==> config.mk <==
export PLATFORM = sky130hd
export DESIGN_NAME = isq_cell
export DESIGN_NICKNAME = d
export VERILOG_FILES = /design/src/isq_pkg.sv /design/src/isq_cell.sv
export SDC_FILE = /design/constraint.sdc
export NUM_CORES = 1
export LEC_CHECK = 0
export BUFFER_PORTS_ARGS = -buffer_cell sky130_fd_sc_hd__buf_2
export CAP_MARGIN = 15
export CELL_PAD_IN_SITES_DETAIL_PLACEMENT = 1
export CELL_PAD_IN_SITES_GLOBAL_PLACEMENT = 2
export CORE_MARGIN = 2
export CORE_UTILIZATION = 19
export CTS_CLUSTER_DIAMETER = 60
export CTS_CLUSTER_SIZE = 25
export DETAILED_ROUTE_END_ITERATION = 8
export GPL_TIMING_DRIVEN = 0
export PLACE_DENSITY = 0.78
export SYNTH_ARGS = -nofsm -noshare
export SYNTH_HDL_FRONTEND = slang
export SYNTH_SLANG_ARGS = --single-unit
export TNS_END_PERCENT = 5
==> constraint.sdc <==
create_clock -name clk -period 6.1 [get_ports clk]
set_input_delay 1.22 -clock clk [delete_from_list [all_inputs] [get_ports clk]]
set_output_delay 1.22 -clock clk [all_outputs]
set_load 0.01 [all_outputs]
==> src/isq_pkg.sv <==
package isq_pkg;

  localparam int CAPACITY_DEF = 64;
  localparam int POS_W        = 8;
  localparam int VAL_W        = 32;
  localparam int STAT_W       = 2;
  localparam int ECNT_W       = 7;

  typedef enum logic [2:0] {
    CMD_READ,
    CMD_HEAD,
    CMD_TAIL,
    CMD_AT,
    CMD_DEL
  } isq_cmd_t;

  typedef enum logic [STAT_W-1:0] {
    ST_DONE,
    ST_RANGE,
    ST_FULL
  } isq_status_t;

  // broadcast to every cell
  typedef struct packed {
    logic             ins;
    logic             del;
    logic [POS_W-1:0] pos;
    logic [VAL_W-1:0] value;
  } isq_ctl_t;

endpackage

==> src/isq_cell.sv <==
module isq_cell
  import isq_pkg::*;
#(
  parameter int IDX = 0
) (
  input  logic             clk,
  input  isq_ctl_t         ctl,
  input  logic [VAL_W-1:0] left,
  input  logic [VAL_W-1:0] right,
  output logic [VAL_W-1:0] data,
  output logic [VAL_W-1:0] rd
);

  localparam logic [POS_W-1:0] IDX_P = POS_W'(IDX);

  logic [VAL_W-1:0] data_next;

  always_comb begin
    data_next = data;
    if (ctl.ins) begin
      if (IDX_P == ctl.pos) begin
        data_next = ctl.value;
      end else if (IDX_P > ctl.pos) begin
        data_next = left;
      end
    end else if (ctl.del && (IDX_P >= ctl.pos)) begin
      data_next = right;
    end
  end

  always_ff @(posedge clk) begin
    data <= data_next;
  end

  assign rd = (IDX_P == ctl.pos) ? data : '0;

endmodule

# ---- Word-level counts from Yosys, hierarchy flattened
# Index checks and enable logic that the tools add are counted.
dict set report word_totals {
  reg_bits 32
  word_cells 13
  output_inout_bits 64
}
dict set report classes {
  n_lt_le_gt_ge 2
  n_reduce_logical 4
  n_mux 5
  n_eq_ne 1
}
# cell n
set ops {}
lappend ops {{32-bit 2-to-1 mux} 5}
lappend ops {{1-bit by 8-bit greater-or-equal comparator with 1-bit output (first input constant)} 1}
lappend ops {{1-bit by 8-bit > comparator with 1-bit output (first input constant)} 1}
lappend ops {{8-bit zero test} 1}
lappend ops {{3-bit by 1-bit inequality test with 1-bit output (second input constant)} 1}
lappend ops {{2-bit AND reduction} 1}
lappend ops {{2-bit nonzero test} 1}
lappend ops {{1-bit logical AND} 1}

# ---- Longest topological paths before layout
# Gate-level depths: netlist (run 1).
dict set report logic_depth {
  word_depth 4
  mapped_depth 4
}

# ---- Worst setup path after synthesis (run 1)
# OpenSTA, ideal clock, no wires.
dict set report synth_timing {
  kind {input -> register}
  from {input ctl[37] (netlist name)}
  to {register data[0], enable pin}
  setup_ns 0.461
  path_slack_ns 1.424
  n_path_buf 1
  stages 3
  arrival_time_ns 4.215
  cell_sequence {or4_4 -> clkbuf_2 -> nor3_1}
}
dict set report synth_between {
  elab_chain_cells 4
  word_cells_on_any_way 7
  classes_between {2 x order compare; 1 x eq/ne; 4 x reduce/logical}
}
# element line
set synth_rtl {}
lappend synth_rtl {{start: declaration} isq_cell.sv:7} ;# input isq_ctl_t ctl,
lappend synth_rtl {{1-bit by 8-bit greater-or-equal comparator with 1-bit output} isq_cell.sv:26} ;# end else if (ctl.del && (IDX_P >= ctl.pos)) begin
lappend synth_rtl {{1-bit logical AND} isq_cell.sv:26}
lappend synth_rtl {{2-bit nonzero test (no line)} -}
lappend synth_rtl {{2-bit AND reduction (no line) (*)} -}
lappend synth_rtl {{end signal: assignment} isq_cell.sv:32} ;# data <= data_next;
lappend synth_rtl {{end: declaration} isq_cell.sv:10} ;# output logic [VAL_W-1:0] data,
# Mark *: on every way between the ends. The rest lies on a longest branch, timed or not.
# A chain may end at the register's enable or synchronous reset.

# ---- Final worst setup path (run 1)
dict set report layout_timing {
  from {input ctl[37] (netlist name)}
  to {output rd[2]}
}
dict set report layout_between {
  elab_chain_cells 2
}
# element line
set layout_rtl {}
lappend layout_rtl {{8-bit zero test} isq_cell.sv:35} ;# assign rd = (IDX_P == ctl.pos) ? data : '0;
lappend layout_rtl {{32-bit 2-to-1 mux} isq_cell.sv:35}
lappend layout_rtl {{end: declaration} isq_cell.sv:11} ;# output logic [VAL_W-1:0] rd
# Every way passes these cells.

==> results of run 1 <==
routing by layer:
layer / vias up / global-route usage (%) / part of all wire (%)
li1: 1205 / - / -
met1: 1169 / 18.1 / 42
met2: 100 / 26.9 / 49
met3: 2 / 3.87 / 8.2
met4: 0 / 3.11 / 0.53
met5: - / 0 / 0
cell type report:
| class | instances | area, sq um | share of cell area (%) |
|---|---|---|---|
| sequential | 32 | 961 | 30.4 |
| multi-input combinational | 166 | 920 | 29.1 |
| timing repair buffer | 171 | 868 | 27.5 |
| tap | 136 | 170 | 5.39 |
| buffer | 25 | 158 | 4.99 |
| clock buffer | 5 | 68.8 | 2.18 |
| clock inverter | 3 | 13.8 | 0.436 |
through the flow:
| step | TNS (ps) | hold slack [ps] |
|---|---|---|
| after floorplan | 0 | 1470 |
| after global placement | -4640 | 1560 |
| after detailed placement | 0 | 1570 |
| after CTS | 0 | 1280 |
| after global routing | 0 | 1290 |
| final | 0 | 1290 |
power groups by stage:
stage	Sequential, uW	Clock [uW]	Combinational, uW
after floorplan	250	0	35.4
after global placement	249	0	83.1
after detailed placement	249	0	85.3
after CTS	244	165	85.7
after global routing	244	171	94.5
final	244	160	84.3
critical path, delay by kind of cell:
family	cells	cell delay [ps]
buf+inv	3	690
simple gates	2	830
kinds of logic after synthesis:
group / Yosys count / synth area share, %
buffers and inverters: 25 / 7.75
and+or+nand+nor: 102 / 27.3
AOI/OAI and AO/OA: 64 / 17.7
DFF: 32 / 47.3
cells in the final DEF, fill, tap and decap left out, drive strengths merged:
master and instances:
and3 32, nor3 1, edfxtp 32, a31oi 32, clkinv 3, clkbuf 19
or4 2, o21ai 32, nand3 32, nor4 2, buf 182, nor2 33
final timing paths:
path | startpoint | end | slack (ps) | depth (start not counted)
max | ctl[37] | rd[2] | 2130 | 5
min | right[19] | data[19] | 1290 | 3
==> reports/metrics.yaml, run 1 <==
critPathArrivalTime_ps: 2750
wl_um: 8940
cts_made_buffers: 5
peakVddDrop_uv: 71.2
fin_util_pct: 30.5
areaGrowthSynthToFinish_pct: 55.4
dp.cells: 530
outcome: "finished, final reports clean"
power_frac_comb_pct: 17.3
grt_pass1_vias: 2565
core_sq_um: 10400
cts_setup_buffers: 0
cpPeakStageDelay_ps: 610
clockPowerShare_pct: 32.7
dpl-instance-area_sq_um: 3080
cap_violations: 0
relSlewSlack_pct: 38.5
vias: 2476
ys_types: 15
synth_warnings: 0
worst_pin_slew_ps: 917
hp-class: "input pin to flip-flop"
grtUsageTotal_pct: 15.0
synthFlopType: "edfxtp_1"
p_per_area_nw_per_um2: 155
dr.pass1.iters: 4
rows: 37
dieArea_sq_um: 11500
drive_gt1_share_pct: 49.3
gp_congestion: 0.736
start_util_pct: 19.6
reg.largest.list: "data x32"
ctsHoldBuffers: 0
remaining_drc_errors: 0
grt_max_degree: 13
p_seq_share_pct: 50.1
synthTopCellsByCount: "33 x nor2_1, 32 x a31oi_1, 32 x and3_1, 32 x edfxtp_1, 32 x nand3_1"
post-place-ws_ps: 2070
root_buffer: "clkbuf_8"
internal_power_uw: 363
post_drt_wl_per_cell_um: 16.6
power.total_uw: 488
p_sw_share_pct: 25.7
cts_resized: 0
async_reset_ff_share_pct: 0
die_x_um: 107
grt_first_pass_wirelength_um: 13300
nets: 508
syn-num-nets: 330
vias_per_cell: 4.60
rsz0062_at_grt: "no"
hpwl_um: 7040
start_kind: "input pin"
final_area_sq_um: 3160
overflow: 0
cp_cell_sequence: "buf_2, nor4_4, clkbuf_1, and3_1, buf_2"
clk_pin_slew_worst_paths_ps: 70
io_buffers: 169
largest_register_ff_count: 32
p_leak_uw: 0.00150
hold_viol: 0
switchingPower_uw: 125
setup_ws_ps: 2130
setup_viol: 0
synth_top_cell_by_area: "edfxtp_1"
synth_area_leaders: "edfxtp_1 47%, a31oi_1 9.8%, and3_1 9.8%"
cts.sinks: 32
antenna_found_initial: 0
crit_top_cell: "buf_2"
synth_edf_count: 32
die_h_um: 107
fillerInstances: 1294
yosysMostFrequentCell: "nor2_1"
final_cells: 538
synth_area_sq_um: 2030
cts_tree: "yes"
num_io_pins: 171
diodes: 0
crit_required_ps: 4880
cts_max_path_buffers: 2
syn_inst: 223
cp_max_fo: 10
critPathCaptureType: "output pin"
htree_levels: 2
ant_nets: 0
critPathSlowestCell: "nor4_4"
synth-seq-cells: 32
ys_seq_area_share_pct: 47.3
final.period_utilization_pct: 65.0
timing.fmax_ghz: 0.252
regMostFlops: "data"
avgSynthCellArea_sq_um: 9.12
slew_violations: 0
criticalPathCategory: "input pin to output pin"
synth_top_area_share_pct: 47.3
finalCriticalPeriod_ps: 3970
first_iter_violations: 66
Note: power is estimated with default switching activity, not from simulation.
==> inputs of run 2 (changes only) <==
Settings changed: CORE_UTILIZATION 19 to 18.
Clock period 6.1 ns to 3.4 ns, I/O delays scaled along.
==> run 2 against run 1 <==
  * Setup slack got worse by 1600 ps
  * Flip-flop and latch count is the same
  * Combinational power increased by 81%
  * Sequential share of layout area decreased by 0.90 points
  * Non-clock buffer count fell by 1
  * Cell area increased by 3.0%
  * Global-route usage down 0.40 points
  * First-iteration DRC count rose by 41%
  * Power grew 130%
  * Clock power increased to 3.2 times the previous value
  * Critical path type unchanged
  * Highest routed layer unchanged
==> reports/metrics.yaml, run 2 (synthesized netlist as in run 1, its figures left out) <==
layout_commonest_cell: "buf_2"
largest_register_ff_count: 32  # unchanged
areaGrowthSynthToFinish_pct: 60.1
cts_tree: "yes"
outcome: "finished, final reports clean"
num_io_pins: 171  # unchanged
post-place-ws_ps: 341  # -1730 ps
finalCriticalPeriod_ps: 2870
p_leak_uw: 0.00154  # +2.6%
root_buffer: "clkbuf_16"
worst_pin_slew_ps: 957  # +39.8 ps
io_buffers: 169  # unchanged
grt_use_met2_pct: 26.2  # -0.60 points
post_drt_wl_per_cell_um: 16.9  # +1.4%
nets: 507  # -0.20%
start_kind: "input pin"
timing.fmax_ghz: 0.349
rsz0062_at_grt: "no"
ctsHoldBuffers: 0  # unchanged
criticalPathCategory: "input pin to output pin"
cts.sinks: 32  # unchanged
cts_setup_buffers: 0  # unchanged
cp_max_fo: 10  # unchanged
crit_required_ps: 2720  # -2160 ps
setup_viol: 0  # unchanged
vias: 2466  # -0.40%
ant_nets: 0  # unchanged
dieArea_sq_um: 12200  # +5.3%
hold_viol: 0  # unchanged
die_x_um: 110  # +2.6%
hpwl_um: 7180  # +2.0%
critPathArrivalTime_ps: 2190  # -560 ps
start_util_pct: 18.6  # -1.0 points
grt_max_degree: 18  # +5
worstSetupEndpoint: "rd[22]"
top_usage_layer: "met2"
peakVddDrop_uv: 205  # +190%
diodes: 0  # unchanged
grtUsageTotal_pct: 14.6  # -0.40 points
gp_congestion: 0.773  # +5.1%
cap_violations: 0  # unchanged
met1_usage_pct: 18.1  # about the same
setup_ws_ps: 531  # -1600 ps
wl_um: 9120  # +2.0%
rows: 38  # +2.7%
regMostFlops: "data"
crit_start: "ctl[33]"
cts_max_path_buffers: 2  # unchanged
vias_per_cell: 4.56  # -0.96%
relSlewSlack_pct: 36.0  # -2.5 points
met3_usage_pct: 2.41  # -1.5 points
clk_pin_slew_worst_paths_ps: 60  # about the same
antenna_found_initial: 0  # unchanged
setup-tns-final_ps: 0  # unchanged
grt_first_pass_wirelength_um: 13400  # +0.72%
core_sq_um: 10900  # +5.5%
slew_violations: 0  # unchanged
cts_resized: 0  # unchanged
htree_levels: 2  # unchanged
die_h_um: 110  # +2.6%
hp-class: "input pin to flip-flop"
first_iter_violations: 93  # +41%
cts_made_buffers: 5  # unchanged
overflow: 0  # unchanged
reg.largest.list: "data x32"
drive_gt1_share_pct: 48.9  # -0.38 points
remaining_drc_errors: 0  # unchanged
dr.pass1.iters: 4  # unchanged
final.period_utilization_pct: 84.4
critPathCaptureType: "output pin"
final_cell_mix: "171 x buf_2, 33 x nor2_1"
grt_pass1_vias: 2550  # -0.58%
p_per_area_nw_per_um2: 338  # +120%
-- run 2: changes by cell type in the layout (fill, tap and decap cells not counted), sizes merged --
cell | before | now
buf | 182 | 181
bufinv | 0 | 1
clkinv | 3 | 2
-- run 2: cell type report --
class	count	area, sq um
Fill cell	1349	7680
Sequential cell	32	961
Multi-Input combinational cell	166	926
Timing Repair Buffer	170	873
Tap cell	140	175
Buffer	25	158
Clock buffer	5	125
Clock inverter	3	37.5
-- run 2: per-stage QoR --
| step | utilization, % | instance area (sq um) | cells | hold WS (ps) | power, uW |
|---|---|---|---|---|---|
| floorplan | - | 2040 | 223 | 929 | 512 |
| finish | 29.8 | 3260 | 541 | 750 | 1100 |
| global route | 29.8 | 3260 | 541 | 751 | 1150 |
| global placement | 28.0 | 3060 | 532 | 1030 | 598 |
| detailed placement | 28.3 | 3090 | 533 | 1030 | 602 |
| CTS | 29.8 | 3260 | 541 | 742 | 1120 |
-- run 2: worst min path at each step --
stage / end / slack (ps) / from / depth (start not counted)
after floorplan: data[10] / 930 / right[10] / 2
after global placement: data[22] / 1030 / right[22] / 3
after detailed placement: data[23] / 1030 / right[23] / 3
after CTS: data[23] / 740 / right[23] / 3
after global routing: data[23] / 750 / right[23] / 3
final: data[24] / 750 / right[24] / 3
-- run 2: per-layer routing --
layer | share of wire, % | routed length [um]
met5 | 0 | 0
met4 | 0.82 | 75
met3 | 6.4 | 588
met2 | 50 | 4580
met1 | 42 | 3870
-- run 2: where the power goes --
part	leakage (uW)	internal, uW	total (uW)	switching (uW)
registers	0.000298	439	439	0.509
clock network	0.0000789	341	508	168
logic	0.00117	74.1	153	79.1
total	0.00154	853	1100	247
-- run 2: critical path, cell delays in order --
cell	delay, ps
buf_2	120
nor4_4	720
clkbuf_2	340
and3_1	190
buf_2	130
==> inputs of run 3 (changes only) <==
Clock period 3.4 ns to 2.35 ns, I/O delays scaled along.
==> run 3 against run 2 <==
  * Sequential power increased by 45%
  * Clock power grew 24%
  * Die area unchanged
  * Cell area is 2.0% higher
  * Critical path type unchanged
  * Largest cell class unchanged
==> reports/metrics.yaml, run 3 (synthesized netlist as in run 1, its figures left out) <==
relSlewSlack_pct: 65.4  # +29 points
multiInputGateArea_sq_um: 926  # unchanged
ctsHoldBuffers: 0  # unchanged
antenna_found_initial: 0  # unchanged
start_util_pct: 18.6  # unchanged
diodes: 0  # unchanged
grt_max_degree: 19  # +1
outcome: "finished, final reports clean"
layout_commonest_cell: "buf_2"
holdWs_ps: 535  # -216 ps
cts_max_path_buffers: 2  # unchanged
setup_viol: 0  # unchanged
hold_viol: 0  # unchanged
root_buffer: "clkbuf_16"
critPathCaptureType: "output pin"
p_leak_uw: 0.00157  # +2.0%
timing.fmax_ghz: 0.447
cp_max_fo: 10  # unchanged
fin_util_pct: 30.4  # +0.59 points
cts_setup_buffers: 6  # +6
nets: 513  # +1.2%
finalCriticalPeriod_ps: 2230
regArea_sq_um: 961  # unchanged
vias: 2532  # +2.7%
cts_resized: 0  # unchanged
cts.sinks: 32  # unchanged
top_layer: "met4"
final.period_utilization_pct: 95.1
final_cell_mix: "171 x buf_2, 33 x nor2_1"
hp-class: "input pin to flip-flop"
io_buffers: 169  # unchanged
reg.largest.list: "data x32"
first_iter_violations: 75  # -19%
dieArea_sq_um: 12200  # unchanged
grt_first_pass_wirelength_um: 13700  # +2.3%
hpwl_um: 7220  # +0.47%
ant_nets: 0  # unchanged
regMostFlops: "data"
slew_violations: 0  # unchanged
worst_pin_slew_ps: 519  # -437 ps
peakVddDrop_uv: 261  # +27%
fillerInstances: 1335  # -1.0%
num_io_pins: 171  # unchanged
dr.pass1.iters: 4  # unchanged
gp_congestion: 0.752  # -2.8%
die_h_um: 110  # unchanged
cap_violations: 0  # unchanged
post_drt_wl_per_cell_um: 16.9  # +0.56%
htree_levels: 2  # unchanged
worstSetupEndpoint: "rd[14]"
start_kind: "input pin"
die_x_um: 110  # unchanged
setup-tns-final_ps: 0  # unchanged
core_sq_um: 10900  # unchanged
cts_tree: "yes"
largest_register_ff_count: 32  # unchanged
rsz0062_at_grt: "no"
grt_pass1_vias: 2596  # +1.8%
areaGrowthSynthToFinish_pct: 63.3
grtUsageTotal_pct: 15.1  # +0.47 points
dr_wl_met3_um: 635  # +8.0%
crit_start: "ctl[38]"
overflow: 0  # unchanged
vias_per_cell: 4.63  # +1.6%
wl_met2_um: 4600  # +0.44%
wirelength_met1_um: 3950  # +2.1%
p_per_area_nw_per_um2: 450  # +33%
clk_pin_slew_worst_paths_ps: 50  # about the same
criticalPathCategory: "input pin to output pin"
remaining_drc_errors: 0  # unchanged
final_cells: 547  # +1.1%
cts_made_buffers: 5  # unchanged
wl_um: 9270  # +1.7%
power.total_uw: 1490  # +36%
crit_required_ps: 1880  # -840 ps
dp.cells: 533  # unchanged
critPathArrivalTime_ps: 1760  # -430 ps
drive_gt1_share_pct: 49.4  # +0.51 points
rows: 38  # unchanged
[run 3: worst min path at each step]
stage	endpoint	depth (start not counted)	start
6_report	data[17]	3	right[17]
5_1_grt	data[13]	3	right[13]
4_1_cts	data[17]	3	right[17]
3_5_place_dp	data[24]	3	right[24]
3_3_place_gp	data[17]	3	right[17]
2_1_floorplan	data[10]	2	right[10]
[run 3: cell type report]
type / count / area share (%)
Sequential cell: 32 / 28.9
Timing Repair Buffer: 176 / 28.8
Multi-Input combinational cell: 166 / 27.9
Tap cell: 140 / 5.28
Buffer: 25 / 5.01
Clock buffer: 7 / 3.99
Clock inverter: 1 / 0.113
[run 3: through the flow]
stage               setup WS (ps)  cell area [sq um]
global route                 11.4               3320
finish                        115               3320
CTS                          81.7               3320
global placement             -754               3070
detailed placement           -430               3100
floorplan                    -100               2050
[run 3: worst max-delay path: stages]
cell and delay, ps:
buf_2 120, nor4_4 320, buf_12 170, clkbuf_1 340
and3_1 220, buf_2 130
[run 3: power by group]
part	total [uW]	internal (uW)	switching, uW
Sequential	635	635	0.800
Combinational	226	112	114
Clock	631	390	241
Total	1490	1140	356
[run 3: routing by layer]
layer,vias up,track usage (%)
li1,1217,-
met3,6,2.94
met5,-,0
met4,0,3.30
met2,101,26.4
met1,1208,19.1
